===== src/hdl/kea_pkg.sv =====
// ----------------------------------------------------------------------------
// kea_pkg
// Shared constants, command codes, status struct and arc tables for the
// Kepler equation solver.
// ----------------------------------------------------------------------------
`default_nettype none

package kea_pkg;

  localparam int CORDIC_STAGES  = 28;
  localparam int MAX_ITER_LIMIT = 64;

  localparam int ITER_W     = 7;
  localparam int CFG_ADDR_W = 1;
  localparam int CFG_DATA_W = 32;
  localparam int ECC_W      = 28;
  localparam int Q_W        = 32;
  localparam int CORDIC_W   = 36;
  localparam int ST_W       = $clog2(CORDIC_STAGES + 1);
  localparam int DIV_BITS   = 56;
  localparam int DCNT_W     = $clog2(DIV_BITS + 1);

  localparam logic [CFG_ADDR_W-1:0] CFG_REL_TOL    = 1'b0;
  localparam logic [CFG_ADDR_W-1:0] CFG_ITER_LIMIT = 1'b1;

  localparam logic [31:0]        REL_TOL_RESET    = 32'd4096;
  localparam logic [ITER_W-1:0]  ITER_LIMIT_RESET = 7'd16;

  // Q24 constants
  localparam logic [31:0] ONE_Q24      = 32'd16777216;
  localparam logic [31:0] PI_Q24       = 32'd52707179;
  localparam logic [31:0] TWO_PI_Q24   = 32'd105414358;
  localparam logic [31:0] LN2_Q24      = 32'd11629080;
  localparam logic [31:0] HALF_LN2_Q24 = 32'd5814540;
  localparam logic [31:0] HYP_ARG_MAX  = 32'd134217728;

  // Q30 constants
  localparam logic signed [CORDIC_W-1:0] PI_Q30        = 36'sd3373259426;
  localparam logic signed [CORDIC_W-1:0] HALF_PI_Q30   = 36'sd1686629713;
  localparam logic signed [CORDIC_W-1:0] CIRC_GAIN_Q30 = 36'sd652032874;
  localparam logic signed [CORDIC_W-1:0] HYP_GAIN_Q30  = 36'sd1296540104;
  localparam logic [31:0]                QUARTER_PI_Q30 = 32'd843314857;

  typedef enum logic [4:0] {
    CMD_NOP,
    CMD_LOAD,
    CMD_EST_M,
    CMD_TOLMUL,
    CMD_TOLSAVE,
    CMD_ANG_EST,
    CMD_MOD_STEP,
    CMD_CORDIC_INIT,
    CMD_CORDIC_STEP,
    CMD_POST1,
    CMD_POST2,
    CMD_MUL_S,
    CMD_MUL_C,
    CMD_NUM,
    CMD_DEN,
    CMD_MEST,
    CMD_DIV_INIT,
    CMD_DIV_STEP,
    CMD_UPDATE,
    CMD_WRAP_FIN,
    CMD_OUT
  } dp_cmd_t;

  typedef struct packed {
    logic red_done;
    logic cordic_done;
    logic div_done;
    logic e_zero;
    logic ell;
    logic conv;
  } dp_status_t;

  typedef logic [CORDIC_STAGES:0][31:0] arc_tab_t;

  // atan(2^-i) or atanh(2^-i) in Q30, series summed in Q62
  function automatic arc_tab_t build_arc(input logic hyp);
    arc_tab_t    tab;
    logic [63:0] acc;
    logic [63:0] t;
    logic [63:0] rnd;
    int unsigned sh;
    int unsigned dv;
    for (int i = 0; i <= CORDIC_STAGES; i++) begin
      acc = '0;
      for (int k = 0; k < 64; k++) begin
        sh = i * (2 * k + 1);
        dv = 2 * k + 1;
        if (sh <= 62) begin
          t = (64'h4000_0000_0000_0000 >> sh) / 64'(dv);
          if (hyp || ((k & 1) == 0)) acc = acc + t;
          else acc = acc - t;
        end
      end
      rnd = (acc + 64'h0000_0000_8000_0000) >> 32;
      if (!hyp && i == 0) tab[i] = QUARTER_PI_Q30;
      else tab[i] = rnd[31:0];
    end
    return tab;
  endfunction

  localparam arc_tab_t ATAN_TAB  = build_arc(1'b0);
  localparam arc_tab_t ATANH_TAB = build_arc(1'b1);

endpackage

`default_nettype wire


===== src/hdl/kea_ctrl.sv =====
// ----------------------------------------------------------------------------
// kea_ctrl
// Sequencer for the Newton solve: steps the datapath, counts iterations,
// owns the iteration limit and the result valid flag.
// ----------------------------------------------------------------------------
`default_nettype none

module kea_ctrl import kea_pkg::*; (
  input  wire logic                  clk,
  input  wire logic                  rst_n,
  input  wire logic                  in_tvalid,
  output logic                       in_tready,
  output logic                       out_tvalid,
  input  wire logic                  out_tready,
  output logic [ITER_W-1:0]          out_iters,
  input  wire logic                  cfg_wen,
  input  wire logic [CFG_ADDR_W-1:0] cfg_addr,
  input  wire logic [CFG_DATA_W-1:0] cfg_wdata,
  input  wire dp_status_t            status,
  output dp_cmd_t                    cmd
);

  typedef enum logic [4:0] {
    ST_IDLE, ST_START, ST_ZERO, ST_TOLMUL, ST_TOLSAVE,
    ST_ANG, ST_RED, ST_CINIT, ST_CSTEP, ST_POST1, ST_POST2,
    ST_MULS, ST_NUM, ST_MULC, ST_DEN, ST_DINIT, ST_DSTEP, ST_UPD,
    ST_MEST, ST_CHECK, ST_WANG, ST_WRED, ST_WFIN, ST_FINISH
  } state_t;

  state_t            state_r;
  logic [ITER_W-1:0] limit_r, iter_r, out_iters_r;
  logic              ph_r, conv_r, out_valid_r;

  logic [ITER_W-1:0] lim_eff, iter_nxt;
  logic              out_free;
  logic              out_valid_nxt;

  assign lim_eff  = (limit_r == '0) ? ITER_W'(1)
                  : ((limit_r > ITER_W'(MAX_ITER_LIMIT)) ? ITER_W'(MAX_ITER_LIMIT) : limit_r);
  assign iter_nxt = iter_r + ITER_W'(1);
  assign out_free = !out_valid_r || out_tready;

  assign in_tready  = state_r == ST_IDLE;
  assign out_tvalid = out_valid_r;
  assign out_iters  = out_iters_r;

  always_comb begin
    out_valid_nxt = out_valid_r && !out_tready;
    if (state_r == ST_FINISH && out_free) out_valid_nxt = 1'b1;
  end

  always_comb begin
    unique case (state_r)
      ST_IDLE:    cmd = in_tvalid ? CMD_LOAD : CMD_NOP;
      ST_ZERO:    cmd = CMD_EST_M;
      ST_TOLMUL:  cmd = CMD_TOLMUL;
      ST_TOLSAVE: cmd = CMD_TOLSAVE;
      ST_ANG:     cmd = CMD_ANG_EST;
      ST_WANG:    cmd = CMD_ANG_EST;
      ST_RED:     cmd = status.red_done ? CMD_NOP : CMD_MOD_STEP;
      ST_WRED:    cmd = status.red_done ? CMD_NOP : CMD_MOD_STEP;
      ST_CINIT:   cmd = CMD_CORDIC_INIT;
      ST_CSTEP:   cmd = status.cordic_done ? CMD_NOP : CMD_CORDIC_STEP;
      ST_POST1:   cmd = CMD_POST1;
      ST_POST2:   cmd = CMD_POST2;
      ST_MULS:    cmd = CMD_MUL_S;
      ST_NUM:     cmd = CMD_NUM;
      ST_MULC:    cmd = CMD_MUL_C;
      ST_DEN:     cmd = CMD_DEN;
      ST_DINIT:   cmd = CMD_DIV_INIT;
      ST_DSTEP:   cmd = status.div_done ? CMD_NOP : CMD_DIV_STEP;
      ST_UPD:     cmd = CMD_UPDATE;
      ST_MEST:    cmd = CMD_MEST;
      ST_WFIN:    cmd = CMD_WRAP_FIN;
      ST_FINISH:  cmd = out_free ? CMD_OUT : CMD_NOP;
      default:    cmd = CMD_NOP;
    endcase
  end

  always_ff @(posedge clk) begin
    if (!rst_n) begin
      state_r     <= ST_IDLE;
      limit_r     <= ITER_LIMIT_RESET;
      iter_r      <= '0;
      ph_r        <= 1'b0;
      conv_r      <= 1'b0;
      out_valid_r <= 1'b0;
      out_iters_r <= '0;
    end else begin
      if (cfg_wen && cfg_addr == CFG_ITER_LIMIT) limit_r <= cfg_wdata[ITER_W-1:0];
      out_valid_r <= out_valid_nxt;

      unique case (state_r)
        ST_IDLE:  if (in_tvalid) state_r <= ST_START;
        ST_START: begin
          iter_r  <= '0;
          ph_r    <= 1'b0;
          conv_r  <= 1'b0;
          state_r <= status.e_zero ? ST_ZERO : ST_TOLMUL;
        end
        ST_ZERO: begin
          iter_r  <= ITER_W'(1);
          conv_r  <= 1'b1;
          state_r <= ST_FINISH;
        end
        ST_TOLMUL:  state_r <= ST_TOLSAVE;
        ST_TOLSAVE: state_r <= ST_ANG;
        ST_ANG:     state_r <= ST_RED;
        ST_RED:     if (status.red_done) state_r <= ST_CINIT;
        ST_CINIT:   state_r <= ST_CSTEP;
        ST_CSTEP:   if (status.cordic_done) state_r <= ST_POST1;
        ST_POST1:   state_r <= ST_POST2;
        ST_POST2:   state_r <= ST_MULS;
        ST_MULS:    state_r <= ph_r ? ST_MEST : ST_NUM;
        ST_NUM:     state_r <= ST_MULC;
        ST_MULC:    state_r <= ST_DEN;
        ST_DEN:     state_r <= ST_DINIT;
        ST_DINIT:   state_r <= ST_DSTEP;
        ST_DSTEP:   if (status.div_done) state_r <= ST_UPD;
        ST_UPD: begin
          ph_r    <= 1'b1;
          state_r <= ST_ANG;
        end
        ST_MEST:    state_r <= ST_CHECK;
        ST_CHECK: begin
          iter_r <= iter_nxt;
          conv_r <= status.conv;
          ph_r   <= 1'b0;
          if (status.conv || iter_nxt >= lim_eff) begin
            state_r <= status.ell ? ST_WANG : ST_FINISH;
          end else begin
            state_r <= ST_ANG;
          end
        end
        ST_WANG:    state_r <= ST_WRED;
        ST_WRED:    if (status.red_done) state_r <= ST_WFIN;
        ST_WFIN:    state_r <= ST_FINISH;
        ST_FINISH: begin
          if (out_free) begin
            out_iters_r <= conv_r ? iter_r : '0;
            state_r     <= ST_IDLE;
          end
        end
        default:    state_r <= ST_IDLE;
      endcase
    end
  end

endmodule

`default_nettype wire


===== config.mk =====
export PLATFORM = sky130hd
export DESIGN_NAME = kea_ctrl
export DESIGN_NICKNAME = d
export VERILOG_FILES = /design/src/hdl/kea_pkg.sv /design/src/hdl/kea_ctrl.sv
export SDC_FILE = /design/constraint.sdc
export NUM_CORES = 1
export LEC_CHECK = 0
export BUFFER_PORTS_ARGS = -buffer_cell sky130_fd_sc_hd__buf_2
export CAP_MARGIN = 20
export CORE_MARGIN = 2
export CORE_UTILIZATION = 35
export DETAILED_ROUTE_END_ITERATION = 16
export GPL_TIMING_DRIVEN = 0
export HOLD_SLACK_MARGIN = 0.12
export PLACE_DENSITY = 0.68
export SYNTH_ARGS = -nofsm -noshare
export SYNTH_HDL_FRONTEND = slang
export SYNTH_SLANG_ARGS = --single-unit
export TNS_END_PERCENT = 10

===== constraint.sdc =====
create_clock -name clk -period 3.1 [get_ports clk]
set_input_delay 0.31 -clock clk [delete_from_list [all_inputs] [get_ports clk]]
set_output_delay 0.31 -clock clk [all_outputs]
set_load 0.005 [all_outputs]

== Word-level counts from Yosys, hierarchy flattened ==
Cells that the tools add are included.
Cells by class
  add/subtract/negate cells: 1
  equality and inequality tests: 29
  mux-type cells: 24
  reductions and logical operators: 18
  $lt $le $gt $ge: 2
Operator list (count)
  $pmux W5 S22: 1
  $pmux W5 S20: 1
  $mux W5: 10
  $eq A5 B4 Y1 const B: 8
  $eq A5 B5 Y1 const B: 8
  $mux W7: 3
  $pmux W7 S3: 1
  $eq A5 B3 Y1 const B: 4
  $ne A2 B2 Y1 const B: 6
  $eq A5 B2 Y1 const B: 2
  $reduce_or A2 Y1: 5
  $add A7 B1 Y7 const B: 1
  $ge A7 B7 Y1: 1
  $gt A7 B7 Y1 const B: 1
  $logic_not A7 Y1: 1
  $reduce_and A6 Y1: 1
  $eq A5 B1 Y1 const B: 1
  $logic_not A5 Y1: 1
  $mux W4: 1
  $logic_and A1 B1 Y1: 3
  $mux W1: 3
  $mux W3: 1
  $pmux W1 S3: 1
  $reduce_bool A3 Y1: 1
  other kinds (6): 8
Word-level totals
  bits of input ports: 44
  output and inout port bits: 14
  flip-flop bits (word level): 29

== Depth between registers and ports, before layout ==
  word-level depth: 7
  mapped depth: 10
  mapped depth without buffers: 10

== Least setup slack after synthesis ==
OpenSTA, ideal clock, no wires.
  path type: flip-flop to flip-flop
  start: register iter_r[0]
  end: register state_r[0]
  arrival time: 2.131 ns
  cell stages (with the launch flop): 11
  required time: 3.025 ns
  setup slack: 0.895 ns
  cell sequence: dfxtp_1 ha_1 nand3_1 nor2_1 xor2_1 ha_1 and4_1 o21ai_0 o211ai_1 a41o_1 o22ai_1
On the way
  word-level cells in the longest chain between the ends: 5
Ends and longest elaborated chain
  start: declaration: RTL line kea_ctrl.sv:31  | logic [ITER_W-1:0] limit_r, iter_r, out_iters_r;
  start signal: assignment: RTL line kea_ctrl.sv:126  | iter_r <= iter_nxt;
  $add A7 B1 Y7: RTL line kea_ctrl.sv:40  | assign iter_nxt = iter_r + ITER_W'(1);
  $ge A7 B7 Y1: RTL line kea_ctrl.sv:129  | if (status.conv || iter_nxt >= lim_eff) begin
  $logic_or A1 B1 Y1: RTL line kea_ctrl.sv:129
  $mux W5: RTL line kea_ctrl.sv:129
  $pmux W5 S22: RTL line kea_ctrl.sv:93  | unique case (state_r)
  end signal: assignment: RTL line kea_ctrl.sv:99  | state_r <= status.e_zero ? ST_ZERO : ST_TOLMUL;
  end signal: assignment: RTL line kea_ctrl.sv:114  | ST_MULS: state_r <= ph_r ? ST_MEST : ST_NUM;
  end signal: assignment: RTL line kea_ctrl.sv:130  | state_r <= status.ell ? ST_WANG : ST_FINISH;
  end: declaration: RTL line kea_ctrl.sv:30  | state_t state_r;
No other way between the ends.
A chain may end at the register's enable or synchronous reset.

== Worst setup path after layout ==
Same ends and word-level chain as after synthesis.

==> results.txt <==
The clock reaches the later pin of the worst-skew pair after 0.28 ns. The final number of max-transition violations is 0. The distinct cell type count after synthesis came out at between 60 and 70. The worst setup path is of the flop to flop kind. The number of DRC violations after detailed routing came out at 0.

The number of global-route vias before repair is 1848. The power per cell area came out at 711 mW/mm^2. The worst min-delay path category is input port to flop. For this design, the slowest cell found on the critical path is sky130_fd_sc_hd__dfxtp_1. Among all flip-flop cells after synthesis, the most frequent one is sky130_fd_sc_hd__dfxtp_1. The maximum level of the CTS H-tree came out at 2. The achievable frequency came out at roughly 380 MHz.

The clock tree from TritonCTS is yes. The startpoint identified for the worst register-to-register timing path is iter_r[0]. The run finished with clean final reports. The worst setup path is launched from a flop. CTS saw 29 sinks. Leaving out fill and tap cells, the most frequent cells in the layout are sky130_fd_sc_hd__nand2_1 (39), sky130_fd_sc_hd__buf_2 (39), sky130_fd_sc_hd__dfxtp_1 (29), sky130_fd_sc_hd__o21ai_0 (22), sky130_fd_sc_hd__nand3_1 (21).

Setup slack on the critical path of the routed design comes to between 0.4 and 0.5 ns. The post-cts resize count is 0. The net count after synthesis came out at approximately 330.

The tree is rooted in a sky130_fd_sc_hd__clkbuf_8. The mean instance size in the synthesized netlist is 7.67 um^2. The initial antenna violation count is 0.

After routing, the total negative slack on setup checks comes to 0 ns. The core footprint is between 0.005 and 0.006 mm^2. Counting flops and latches in the post-synthesis netlist gives 29. 58 I/O pins were placed.

The global route total overflow is 0. The number of violations reported at the end of detailed-routing iteration 0 is 280. The die extent in x came out at 81.8 um. After clock tree synthesis, the clock-pin slew on the worst setup and hold paths is about 0.060 ns. The final period utilization is 0.846. The critical path capture point type is a flop.

The y dimension of the die came out at slightly above 80 um. After detailed routing, the average wire length per cell comes to 14.4 um. The first global-routing pass estimated about 9100 um of wire. Walking the worst path, the cells encountered are ha_1 > nand3_1 > nor2_1 > xor2_1 > ha_1 > and4_1 > o21ai_0 > o211ai_1 > a41o_1 > o22ai_1.

The synthesized design contains 0 enable-type register cells. Synthesis produced a netlist whose cell count is around 280. The buffer depth of the longest clock path came out at 2. The hold-critical path depth is 3.

The signed area change from the synthesized netlist to the final layout came out at 15.6%. The worst-case clock skew came out at 0.00269 ns. The setup violation total in the final timing report is 0.

The leakage power summed over all cells is around 0.95 nW. The worst slack at placement came out at approximately 0.5 ns. In this run, CTS created clock tree buffers numbering 5. For the worst setup path, the data required time is between 3 and 4 ns. For this run, the detailed router's first-pass iteration total came to 4. IR analysis of the VDD net gives a maximum drop of between 0.2 and 0.3 mV. The total design power came out at about 1.7 mW. The global placer's final weighted congestion is 0.896. The critical path ends at state_r[0]. The most numerous cell type found on the critical path is sky130_fd_sc_hd__ha_1. The worst-case headroom to the max-slew limit came out at 0.648. The largest net degree at the start of global routing is 11. The core occupancy in the finished layout is 0.416. The total global routing track utilization is 0.175.

The total routed wirelength is between 5000 and 6000 um. The largest single stage delay on the critical path is 0.50 ns. The placement row count came out at 28. The number of antenna diodes in the final layout is 0. Post-CTS timing repair inserted 0 buffers for setup. The net count of the finished layout is approximately 370. The maximum fanout along the worst path came out at 8. Of the cells placed in the final design, the portion with a size suffix greater than 1 is 0.207. The destination of the worst register-to-register timing path is state_r[0]. The hold violation total from the final report came out at 0.

The depth of the worst register-to-register path came out at 10. The detail route stage leaves a number of antenna-violating nets equal to 0. The transition time at the pin with the least slew margin is 0.528 ns. The max-capacitance violation count is 0. In the routed layout, each cell is associated on average with a via count of 5.56. For this block, the via count after detailed routing is roughly 2200.

In this run the worst setup path begins at iter_r[0]. The warning count from the yosys run came out at 0. The floorplan die area is 0.00669 mm^2.

The initial core utilization is 0.360. The number of buffer cells added on primary ports is 30. The HPWL after detailed placement is between 4000 and 5000 um.

The register-to-register setup slack is roughly 0.48 ns. The final critical-path required period is approximately 2.6 ns. The proportion of synthesized flip-flops having asynchronous set or reset is 0.

The worst endpoint data arrival time came out at between 2 and 3 ns. The number of buffers added to fix hold violations after cts is 0. The placement-stage cell area came out at 0.00236 mm^2. The fraction of the yosys area taken by sequential cells came out at 0.274. Setup repair after global routing left no endpoint under its margin.

Once layout is done, the placed cells without fillers occupy ~0.0024 mm^2. The cell area after synthesis is 0.00212 mm^2.
[state kept, by name, indices dropped and copies added, names as in the netlist]
register    cells
iter_r          7
limit_r         7
out_iters       7
state_r         5
conv_r          1
out_tvalid      1
ph_r            1
[cell type report]
class / count / area [um^2]
sequential: 29 / 581
timing repair buffer: 30 / 150
clock inverter: 3 / 17.5
fill: 634 / 3440
inverter: 5 / 18.8
clock buffer: 5 / 68.8
multi-input combinational: 220 / 1410
buffer: 22 / 110
tap: 75 / 93.8
[power breakdown]
part / internal, mW / total (mW) / switching [mW] / leakage [nW]
sequential: 0.413 / 0.444 / 0.0310 / 0.235
clock: 0.154 / 0.303 / 0.148 / 0.0439
combinational: 0.370 / 0.992 / 0.623 / 0.674
[stage by stage]
stage               hold slack (ns)  cells
floorplan                     0.443    276
global placement              0.439    381
detailed placement            0.455    381
CTS                           0.272    389
global route                  0.275    389
finish                        0.270    389
[how the worst min path moves through the flow]
stage	from	endpoint	slack [ns]
final	cfg_wdata[4]	limit_r[4]	0.27
after global routing	cfg_wdata[4]	limit_r[4]	0.27
after CTS	cfg_wdata[4]	limit_r[4]	0.27
after detailed placement	out_iters[2]	out_iters[2]	0.46
after global placement	out_iters[1]	out_iters[1]	0.44
after floorplan	limit_r[0]	limit_r[0]	0.44
[critical path: cells and delay by family, from the launching register on]
family	cells	cell delay, ns
AO/OA/AOI/OAI	4	0.73
XOR/XNOR	1	0.23
AND/OR/NAND/NOR	3	0.52
flip-flops	1	0.50
adder cells (fa/ha/maj)	2	0.56
[cells in the mapped netlist (3+ instances only)]
cell                       number  share of area
sky130_fd_sc_hd__a21boi_0      14          0.050
sky130_fd_sc_hd__a21boi_1       4          0.014
sky130_fd_sc_hd__a21oi_1       13          0.031
sky130_fd_sc_hd__a22oi_1        5          0.018
sky130_fd_sc_hd__a31oi_1        3         0.0089
sky130_fd_sc_hd__buf_2          9          0.021
sky130_fd_sc_hd__clkbuf_1       8          0.014
sky130_fd_sc_hd__dfxtp_1       29           0.27
sky130_fd_sc_hd__ha_1           8          0.047
sky130_fd_sc_hd__inv_1          4         0.0071
sky130_fd_sc_hd__nand2_1       39          0.069
sky130_fd_sc_hd__nand2b_1       5          0.015
sky130_fd_sc_hd__nand3_1       21          0.050
sky130_fd_sc_hd__nand3b_1       3          0.011
sky130_fd_sc_hd__nor2_1        16          0.028
sky130_fd_sc_hd__nor2b_1        5          0.015
sky130_fd_sc_hd__nor3_1         5          0.012
sky130_fd_sc_hd__o211ai_1       3          0.011
sky130_fd_sc_hd__o21ai_0       22          0.052
sky130_fd_sc_hd__o22ai_1        4          0.012
sky130_fd_sc_hd__xor2_1         4          0.017
[metal layers]
layer,vias to the layer above,global-route usage,share of wire
li1,1080,-,-
met4,0,0.0333,0.0070
met2,84,0.269,0.44
met3,6,0.0352,0.071
met1,991,0.255,0.48
met5,-,0,0
[logic make-up (layout without fill, tap and decap cells)]
logic type	Yosys count	in the layout	share of synthesized area
flip-flops	29	29	0.274
multiplexers	1	1	0.00709
buffers and inverters	27	65	0.0609
AO/OA/AOI/OAI	89	89	0.292
adder cells (fa/ha/maj)	9	9	0.0520
XOR/XNOR	6	6	0.0248
AND/OR/NAND/NOR	115	115	0.289
No activity file was read; power rests on OpenSTA's default activity.
